==> src/rtl/core/bsgm_pkg.sv <==
`default_nettype none
// ----------------------------------------------------------------------------
// bsgm_pkg
// Shared constants, types and floating-point helpers of the gap marker.
// ----------------------------------------------------------------------------
package bsgm_pkg;

	localparam int NUM_INTERVALS_DEF = 2;
	localparam int BOUND_REGS = 2;
	localparam int CFG_IDX_W = 3;
	localparam int CFG_DATA_W = 64;

	localparam logic [CFG_IDX_W-1:0] REG_MODE = 3'd0;
	localparam logic [CFG_IDX_W-1:0] REG_REPL = 3'd1;
	localparam logic [CFG_IDX_W-1:0] REG_ICNT = 3'd2;
	localparam logic [CFG_IDX_W-1:0] REG_MAXRUN = 3'd3;
	localparam logic [CFG_IDX_W-1:0] REG_LOWER0 = 3'd4;
	localparam logic [CFG_IDX_W-1:0] REG_UPPER0 = 3'd5;
	localparam logic [CFG_IDX_W-1:0] REG_LOWER1 = 3'd6;
	localparam logic [CFG_IDX_W-1:0] REG_UPPER1 = 3'd7;

	localparam logic [5:0] MODE_RESET = 6'd13;

	typedef struct packed {
		logic [63:0] sample_bits;
		logic buffer_gap;
		logic buffer_discont;
		logic buffer_first;
	} bsgm_in_t;

	typedef struct packed {
		logic [63:0] out_sample;
		logic gap_flag;
		logic segment_start;
		logic discont_flag;
	} bsgm_out_t;

	typedef struct packed {
		logic [5:0] mode;
		logic [63:0] repl;
		logic [1:0] icnt;
		logic [31:0] max_run;
	} bsgm_cfg_t;

	// Widens a single-precision pattern to the exact double pattern.
	function automatic logic [63:0] f2d(input logic [31:0] f);
		logic [7:0] e;
		logic [22:0] m;
		logic [63:0] r;
		int sh;
		e = f[30:23];
		m = f[22:0];
		r = {f[31], 63'd0};
		sh = 0;
		if (e == 8'hFF) begin
			r[62:52] = 11'h7FF;
			r[51:29] = m;
		end else if (e != 8'd0) begin
			r[62:52] = 11'(e) + 11'd896;
			r[51:29] = m;
		end else if (m != 23'd0) begin
			for (int i = 22; i >= 0; i--) begin
				if (sh == 0 && m[i]) sh = 23 - i;
			end
			r[62:52] = 11'(897 - sh);
			r[51:29] = 23'(m << sh);
		end
		return r;
	endfunction

	// Rounds a double pattern to single precision, nearest even.
	function automatic logic [31:0] d2f(input logic [63:0] b);
		logic s;
		logic [62:0] mag;
		logic [10:0] e;
		logic [53:0] sig;
		logic [53:0] shv;
		logic [24:0] q;
		logic rb, st;
		int ex;
		int sa;
		logic [31:0] r;
		s = b[63];
		mag = b[62:0];
		e = b[62:52];
		sig = {1'b0, (e != 11'd0), b[51:0]};
		ex = int'(e) - 896;
		r = {s, 31'd0};
		shv = '0;
		q = '0;
		rb = 1'b0;
		st = 1'b0;
		sa = 0;
		if (mag > 63'h7FF0000000000000) begin
			r = {s, 8'hFF, 1'b1, mag[50:29]};
		end else if (mag >= 63'h47EFFFFFF0000000) begin
			r = {s, 8'hFF, 23'd0};
		end else if (ex >= 1) begin
			q = {1'b0, sig[52:29]};
			rb = sig[28];
			st = |sig[27:0];
			if (rb && (st || q[0])) q = q + 25'd1;
			r[30:0] = 31'({8'(ex - 1), 23'd0}) + 31'(q);
		end else begin
			sa = 1 - ex;
			if (sa > 30) sa = 30;
			shv = sig >> sa;
			st = |(sig & ((54'd1 << sa) - 54'd1));
			q = {1'b0, shv[52:29]};
			rb = shv[28];
			st = st | (|shv[27:0]);
			if (rb && (st || q[0])) q = q + 25'd1;
			r[30:0] = 31'(q);
		end
		return r;
	endfunction

	// Double comparison a <= b; false when either is NaN.
	function automatic logic fle(input logic [63:0] a, input logic [63:0] b);
		logic na, nb;
		logic r;
		na = a[62:52] == 11'h7FF && a[51:0] != 52'd0;
		nb = b[62:52] == 11'h7FF && b[51:0] != 52'd0;
		if (na || nb) r = 1'b0;
		else if (a[62:0] == 63'd0 && b[62:0] == 63'd0) r = 1'b1;
		else if (a[63] != b[63]) r = a[63];
		else if (!a[63]) r = a[62:0] <= b[62:0];
		else r = a[62:0] >= b[62:0];
		return r;
	endfunction

endpackage
`default_nettype wire

==> src/rtl/core/bsgm_stream_if.sv <==
`default_nettype none
// ----------------------------------------------------------------------------
// bsgm_stream_if
// Valid/ready channel carrying one payload word.
// ----------------------------------------------------------------------------
interface bsgm_stream_if #(parameter type T = logic);
	logic valid;
	logic ready;
	T payload;
	modport source (output valid, output payload, input ready);
	modport sink (input valid, input payload, output ready);
endinterface
`default_nettype wire

==> src/rtl/core/bsgm_cfg_regs.sv <==
`default_nettype none
// ----------------------------------------------------------------------------
// bsgm_cfg_regs
// Configuration register file written through the plain write port.
// ----------------------------------------------------------------------------
module bsgm_cfg_regs
	import bsgm_pkg::*;
(
	input wire logic clk,
	input wire logic arst_n,
	input wire logic cfg_we,
	input wire logic [CFG_IDX_W-1:0] cfg_index,
	input wire logic [CFG_DATA_W-1:0] cfg_data,
	output bsgm_cfg_t cfg,
	output logic [BOUND_REGS-1:0][63:0] lower,
	output logic [BOUND_REGS-1:0][63:0] upper
);
	always_ff @(posedge clk or negedge arst_n) begin
		if (!arst_n) begin
			cfg.mode <= MODE_RESET;
			cfg.repl <= '0;
			cfg.icnt <= '0;
			cfg.max_run <= '1;
			lower <= '0;
			upper <= '0;
		end else if (cfg_we) begin
			case (cfg_index)
				REG_MODE: cfg.mode <= cfg_data[5:0];
				REG_REPL: cfg.repl <= cfg_data;
				REG_ICNT: cfg.icnt <= cfg_data[1:0];
				REG_MAXRUN: cfg.max_run <= cfg_data[31:0];
				REG_LOWER0: lower[0] <= cfg_data;
				REG_UPPER0: upper[0] <= cfg_data;
				REG_LOWER1: lower[1] <= cfg_data;
				REG_UPPER1: upper[1] <= cfg_data;
				default: ;
			endcase
		end
	end
endmodule
`default_nettype wire

==> src/rtl/core/bsgm_classify.sv <==
`default_nettype none
// ----------------------------------------------------------------------------
// bsgm_classify
// Decides whether a sample is bad and picks the output value.
// ----------------------------------------------------------------------------
module bsgm_classify
	import bsgm_pkg::*;
#(
	parameter int NUM_INTERVALS = NUM_INTERVALS_DEF
) (
	input wire bsgm_cfg_t cfg,
	input wire logic [BOUND_REGS-1:0][63:0] lower,
	input wire logic [BOUND_REGS-1:0][63:0] upper,
	input wire logic [63:0] repl_single,
	input wire logic [63:0] sample_bits,
	output logic bad,
	output logic [63:0] value
);
	localparam int LIMIT = NUM_INTERVALS < BOUND_REGS ? NUM_INTERVALS : BOUND_REGS;
	logic single;
	logic [63:0] sb;
	logic [63:0] x;
	logic is_nan, is_inf, hit;

	always_comb begin
		single = cfg.mode[5];
		sb = single ? {32'd0, sample_bits[31:0]} : sample_bits;
		x = single ? f2d(sample_bits[31:0]) : sample_bits;
		is_nan = x[62:52] == 11'h7FF && x[51:0] != 52'd0;
		is_inf = x[62:52] == 11'h7FF && x[51:0] == 52'd0;
		hit = 1'b0;
		for (int i = 0; i < LIMIT; i++) begin
			if (32'(cfg.icnt) > 32'(i) && fle(lower[i], x) && fle(x, upper[i]))
				hit = 1'b1;
		end
		bad = hit || (cfg.mode[2] && is_nan) || (cfg.mode[3] && is_inf);
		if (bad && cfg.mode[4]) value = single ? repl_single : cfg.repl;
		else value = sb;
	end
endmodule
`default_nettype wire

==> src/rtl/core/bad_sample_gap_marker.sv <==
`default_nettype none
// ----------------------------------------------------------------------------
// bad_sample_gap_marker
// Marks, and optionally replaces, bad samples and opens output segments.
// ----------------------------------------------------------------------------
// Samples enter on in_ch and leave on out_ch, both valid/ready channels.
// A request on in_ch is registered in the input stage, classified by one
// stage of logic and written to the output register, which offers the
// result on out_ch. One sample is taken per cycle when out_ch is ready.
// The output register holds while the receiver stalls, and the input stage
// still takes a new request whenever the output register is empty or moves.
// The user must write registers through cfg_we/cfg_index/cfg_data while the
// block is idle (not enforced). A register holds cfg.repl in single precision.
// Reset empties both stages, clears the run counter and the previous gap
// flag, and loads the register defaults.
// ----------------------------------------------------------------------------
module bad_sample_gap_marker
	import bsgm_pkg::*;
#(
	parameter int NUM_INTERVALS = NUM_INTERVALS_DEF
) (
	input wire logic clk,
	input wire logic arst_n,
	input wire logic cfg_we,
	input wire logic [CFG_IDX_W-1:0] cfg_index,
	input wire logic [CFG_DATA_W-1:0] cfg_data,
	bsgm_stream_if.sink in_ch,
	bsgm_stream_if.source out_ch
);
	bsgm_cfg_t cfg;
	logic [BOUND_REGS-1:0][63:0] lower, upper;
	logic [63:0] repl_single_q;
	bsgm_in_t in_s1;
	logic vld_s1, vld_s2;
	bsgm_out_t out_s2;
	logic adv_s2, rdy_s1;
	logic bad;
	logic [63:0] value;
	logic gap, start;
	logic [31:0] run_q, limit;
	logic prev_gap_q;

	bsgm_cfg_regs u_regs (
		.clk(clk), .arst_n(arst_n), .cfg_we(cfg_we), .cfg_index(cfg_index),
		.cfg_data(cfg_data), .cfg(cfg), .lower(lower), .upper(upper)
	);

	always_ff @(posedge clk) begin
		repl_single_q <= {32'd0, d2f(cfg.repl)};
	end

	bsgm_classify #(.NUM_INTERVALS(NUM_INTERVALS)) u_cls (
		.cfg(cfg), .lower(lower), .upper(upper), .repl_single(repl_single_q),
		.sample_bits(in_s1.sample_bits), .bad(bad), .value(value)
	);

	assign adv_s2 = !vld_s2 || out_ch.ready;
	assign rdy_s1 = !vld_s1 || adv_s2;
	assign in_ch.ready = rdy_s1;
	assign out_ch.valid = vld_s2;
	assign out_ch.payload = out_s2;

	always_comb begin
		limit = (cfg.max_run == 32'd0) ? 32'd1 : cfg.max_run;
		gap = (in_s1.buffer_gap && !cfg.mode[1]) || (cfg.mode[0] && bad);
		start = in_s1.buffer_first || gap != prev_gap_q || run_q >= limit;
	end

	always_ff @(posedge clk or negedge arst_n) begin
		if (!arst_n) begin
			vld_s1 <= 1'b0;
			vld_s2 <= 1'b0;
			run_q <= '0;
			prev_gap_q <= 1'b0;
		end else begin
			if (rdy_s1) vld_s1 <= in_ch.valid;
			if (adv_s2) begin
				vld_s2 <= vld_s1;
				if (vld_s1) begin
					prev_gap_q <= gap;
					if (start) run_q <= 32'd1;
					else if (run_q != '1) run_q <= run_q + 32'd1;
				end
			end
		end
	end

	always_ff @(posedge clk) begin
		if (rdy_s1 && in_ch.valid) in_s1 <= in_ch.payload;
		if (adv_s2 && vld_s1) begin
			out_s2.out_sample <= value;
			out_s2.gap_flag <= gap;
			out_s2.segment_start <= start;
			out_s2.discont_flag <= in_s1.buffer_first && in_s1.buffer_discont;
		end
	end
endmodule
`default_nettype wire

==> src/flat_wrapper.sv <==
// flat-port wrapper written by rule: the top's interface ports become plain ports
module bad_sample_gap_marker_flat import bsgm_pkg::*;
#(
	parameter int NUM_INTERVALS = NUM_INTERVALS_DEF
)
  (clk, arst_n, cfg_we, cfg_index, cfg_data, in_ch_valid, in_ch_payload, in_ch_ready, out_ch_valid, out_ch_payload, out_ch_ready);
  bsgm_stream_if #(.T(bsgm_in_t)) in_ch_i ();
  bsgm_stream_if #(.T(bsgm_out_t)) out_ch_i ();
  input wire logic clk;
  input wire logic arst_n;
  input wire logic cfg_we;
  input wire logic [CFG_IDX_W-1:0] cfg_index;
  input wire logic [CFG_DATA_W-1:0] cfg_data;
  input wire logic [$bits(in_ch_i.valid)-1:0] in_ch_valid;
  input wire logic [$bits(in_ch_i.payload)-1:0] in_ch_payload;
  output wire logic [$bits(in_ch_i.ready)-1:0] in_ch_ready;
  output wire logic [$bits(out_ch_i.valid)-1:0] out_ch_valid;
  output wire logic [$bits(out_ch_i.payload)-1:0] out_ch_payload;
  input wire logic [$bits(out_ch_i.ready)-1:0] out_ch_ready;
  assign in_ch_i.valid = in_ch_valid;
  assign in_ch_i.payload = in_ch_payload;
  assign in_ch_ready = in_ch_i.ready;
  assign out_ch_valid = out_ch_i.valid;
  assign out_ch_payload = out_ch_i.payload;
  assign out_ch_i.ready = out_ch_ready;
  bad_sample_gap_marker #(.NUM_INTERVALS(NUM_INTERVALS)) u_core (.clk(clk), .arst_n(arst_n), .cfg_we(cfg_we), .cfg_index(cfg_index), .cfg_data(cfg_data), .in_ch(in_ch_i), .out_ch(out_ch_i));
endmodule
==> config.mk <==
export PLATFORM = sky130hd
export DESIGN_NAME = bad_sample_gap_marker_flat
export DESIGN_NICKNAME = d
export VERILOG_FILES = /design/src/rtl/core/bsgm_pkg.sv /design/src/rtl/core/bsgm_stream_if.sv /design/src/rtl/core/bsgm_cfg_regs.sv /design/src/rtl/core/bsgm_classify.sv /design/src/rtl/core/bad_sample_gap_marker.sv /design/src/flat_wrapper.sv
export SDC_FILE = /design/constraint.sdc
export NUM_CORES = 2
export LEC_CHECK = 0
export CAP_MARGIN = 40
export CORE_ASPECT_RATIO = 1.75
export CORE_MARGIN = 2
export CORE_UTILIZATION = 45
export CTS_BUF_LIST = sky130_fd_sc_hd__clkbuf_8
export DETAILED_ROUTE_END_ITERATION = 10
export DONT_BUFFER_PORTS = 1
export GPL_TIMING_DRIVEN = 0
export PLACE_DENSITY_LB_ADDON = 0.3
export RECOVER_POWER = 50
export SYNTH_ARGS = -nofsm -noshare
export SYNTH_HDL_FRONTEND = slang
export SYNTH_SLANG_ARGS = --single-unit
==> constraint.sdc <==
create_clock -name clk -period 9.5 [get_ports clk]
set_input_delay 2.85 -clock clk [delete_from_list [all_inputs] [get_ports clk]]
set_output_delay 2.85 -clock clk [all_outputs]
set_load 0.01 [all_outputs]
==> flow_summary.json <==
{
  "status": "finished, violations left",
  "violations": "capacitance limit, slew limit",
  "final-max-slew-violation-count": 65,
  "grt_pass1_vias": 34200,
  "final_common_cell": "mux2_2",
  "fin_crit_sh_pct": 98.3,
  "dieWidth_microns": 223,
  "ys_seq_area_share_pct": 38.6,
  "pwr-share-comb_pct": 38.0,
  "worstSetupStartpoint": "u_core.in_s1[15]",
  "synth-seq-cells": 561,
  "syn_to_final_growth_pct": 11.4,
  "final_cell_area_sq_um": 42100,
  "cts-root-buf": "clkbuf_8",
  "max_cap_viol_count": 1,
  "antenna_left": 0,
  "preCtsSetupSlack_ns": -1.20,
  "ctsHoldBuffers": 0,
  "cts_htree_levels": 3,
  "worstPathRequired_ns": 10.07,
  "period_minus_slack_ns": 9.33,
  "path_class": "reg2reg",
  "power_leakage_nw": 17.8,
  "hpwl_mm": 130,
  "grtUsageTotal_pct": 38.3,
  "grt_max_degree": 396,
  "firstDrtPassIters": 6,
  "synth_enable_flop_cells": 134,
  "wire_per_inst_microns": 31.8,
  "placed_area_sq_um": 39500,
  "clkPwrFrac_pct": 24.2,
  "setup_viol": 0,
  "ir_drop_mv": 0.150,
  "pwr-share-seq_pct": 37.8,
  "p_switching_mw": 3.76,
  "r2r-start": "u_core.in_s1[15]",
  "fin_ws_ns": 0.165,
  "netlist_area_sq_um": 37800,
  "fin_nets": 4517,
  "die_h_microns": 387,
  "dp.cells": 5026,
  "routed_wl_mm": 167,
  "final_cell_mix": "mux2_2, dfrtp_1, inv_1",
  "cts.sinks": 561,
  "antenna_found_initial": 19,
  "synthFlopType": "dfrtp_1",
  "p_int_mw": 5.49,
  "numCtsBuffers": 87,
  "power_mw": 9.25,
  "end_kind": "register",
  "max_clock_freq_ghz": 0.107,
  "via_per_inst": 6.56,
  "die-area_sq_um": 86400,
  "avgSynthCellArea_sq_um": 9.64,
  "critPathMaxStageDelay_ns": 0.45,
  "worst_pin_slew_ns": 3.71,
  "synth_cells": 3916,
  "startpoint_type": "register",
  "hp-class": "reg2reg",
  "initial_core_util_pct": 45.4,
  "fp-row-count": 140,
  "worst_path_max_delay_cell": "nor4_4",
  "drive_gt1_share_pct": 18.0,
  "drcViolationCount": 0,
  "gp_congestion": 1.07,
  "min_from": "u_core.u_regs.cfg[97]",
  "ios": 208,
  "ys_async_sr_fraction_pct": 70.4,
  "initialDrtViolationCount": 3307,
  "overflow": 0,
  "cp.arrival_ns": 9.90,
  "synth_nets": 4349,
  "fin_cells": 5257,
  "port_buffers": 0,
  "fin_util_pct": 50.6,
  "synth.distinct_cells": 109,
  "cts_tree": "done",
  "final.setup_skew_ns": 0.0582,
  "cts_buffer_depth": 3,
  "clk_pin_slew_ns": 0.08,
  "hold_viol_final": 0,
  "dr_total_vias": 34500,
  "cp_max_fo": 10,
  "core-area_sq_um": 83200,
  "sw_frac_of_total_pct": 40.7,
  "clk_latency_ns": 0.79,
  "relSlewSlack_pct": -148,
  "ys_warn_count": 0,
  "powerDensity_nw_per_um2": 220,
  "grt_pass1_wl_mm": 237
}
==> final timing paths <==
check / to / slack (ns) / cells past startpoint
worst min-delay path: u_core.repl_single_q[31] / 0.42 / 0
min in group asynchronous: u_core.u_regs.upper[44] / 1.80 / 0
worst min register to register: u_core.repl_single_q[31] / 0.42 / 0
worst max-delay path: u_core.out_ch.payload[28] / 0.17 / 41
worst max register to register: u_core.out_ch.payload[28] / 0.17 / 41
max in group asynchronous: u_core.u_regs.cfg[103] / 7.12 / 0
==> kinds of logic after synthesis <==
| kind of cell | after synthesis | synth area share (%) |
|---|---|---|
| AOI/OAI and AO/OA | 812 | 14.5 |
| xor gates and xnor gates | 65 | 1.51 |
| adders and majority gates | 295 | 9.79 |
| and+or+nand+nor | 1252 | 17.0 |
| DFF | 561 | 38.6 |
| muxes | 467 | 13.6 |
| buffers and inverters | 464 | 4.92 |
==> cells in the mapped netlist (all sizes together), types with 28 or more instances <==
| cell type | number | share of area, % |
|---|---|---|
| nor2 | 260 | 2.6 |
| xor2 | 31 | 0.72 |
| xnor2 | 34 | 0.79 |
| nand2 | 285 | 2.8 |
| edfxtp | 134 | 11 |
| buf | 42 | 0.72 |
| dfrtp | 360 | 24 |
| a21oi | 233 | 3.1 |
| or3 | 39 | 0.65 |
| nand4 | 123 | 2.0 |
| mux2i | 100 | 2.7 |
| and3 | 48 | 0.80 |
| mux2 | 366 | 11 |
| dfxtp | 32 | 1.7 |
| and2 | 29 | 0.48 |
| nor3 | 90 | 1.2 |
| o21a | 30 | 0.60 |
| a211oi | 28 | 0.60 |
| nand3 | 106 | 1.4 |
| nand2b | 29 | 0.48 |
| inv | 266 | 2.7 |
| a31oi | 31 | 0.51 |
| ha | 293 | 9.7 |
| dfstp | 35 | 2.4 |
| o21ai | 169 | 2.2 |
| clkbuf | 156 | 1.6 |
| nor2b | 46 | 0.76 |
| nor4 | 121 | 2.1 |
| a21o | 76 | 1.5 |
==> what timing repair did <==
| item | 4_1_cts | 5_1_grt |
|---|---|---|
| pin swaps | 12 | 18 |
| gates resized for setup | 36 | 55 |
| endpoints found under the setup margin | 100 | 121 |
| hold endpoints to repair | 0 | 0 |
| buffers inserted | 15 | 17 |
==> final cells by class <==
class	count	area, sq um
antenna	38	95.1
buffer	195	882
multi-input combinational	2891	21700
sequential	561	14600
clock inverter	60	493
fill	7854	41100
timing repair buffer	82	653
clock buffer	99	1360
tap	1065	1330
inverter	266	1000
==> sequential cells by signal (all words and copies together), names as in the netlist <==
name / flops
u_core.repl_single_q: 32
u_core.prev_gap_q: 1
u_core.in_s1: 67
u_core.u_regs.cfg: 104
u_core.out_ch.payload: 67
u_core.u_regs.lower: 128
u_core.vld_s1: 1
u_core.out_ch.valid: 1
u_core.run_q: 32
u_core.u_regs.upper: 128
==> worst max-delay path, delay by kind of cell, from the launching register on <==
family / cells / cell delay, ns
simple gates: 16 / 2.93
buf+inv: 12 / 2.41
compound gates: 11 / 2.83
fa+ha+maj: 2 / 0.58
flops: 1 / 0.38
==> power by group through the flow <==
stage	combinational [mW]	clock, mW	sequential [mW]
2_1_floorplan	2.30	0	3.27
3_3_place_gp	3.27	0	3.50
3_5_place_dp	3.34	0	3.50
4_1_cts	3.39	2.26	3.46
5_1_grt	3.79	2.36	3.52
6_report	3.52	2.24	3.49
==> per-layer routing <==
metal | vias up | global-route usage, % | part of all wire, %
met1 | 16800 | 38.4 | 33
met3 | 828 | 7.66 | 7.3
met4 | 4 | 37.1 | 12
li1 | 14900 | - | -
met5 | - | 0 | 0.016
met2 | 1940 | 65.5 | 48
==> through the flow <==
step / hold slack [ns] / TNS, ns
2_1_floorplan: 0.363 / 0
3_3_place_gp: 0.409 / -218.30
3_5_place_dp: 0.401 / -87.24
4_1_cts: 0.417 / 0
5_1_grt: 0.436 / -1.45
6_report: 0.416 / 0
No activity file was read; power rests on OpenSTA's default activity.
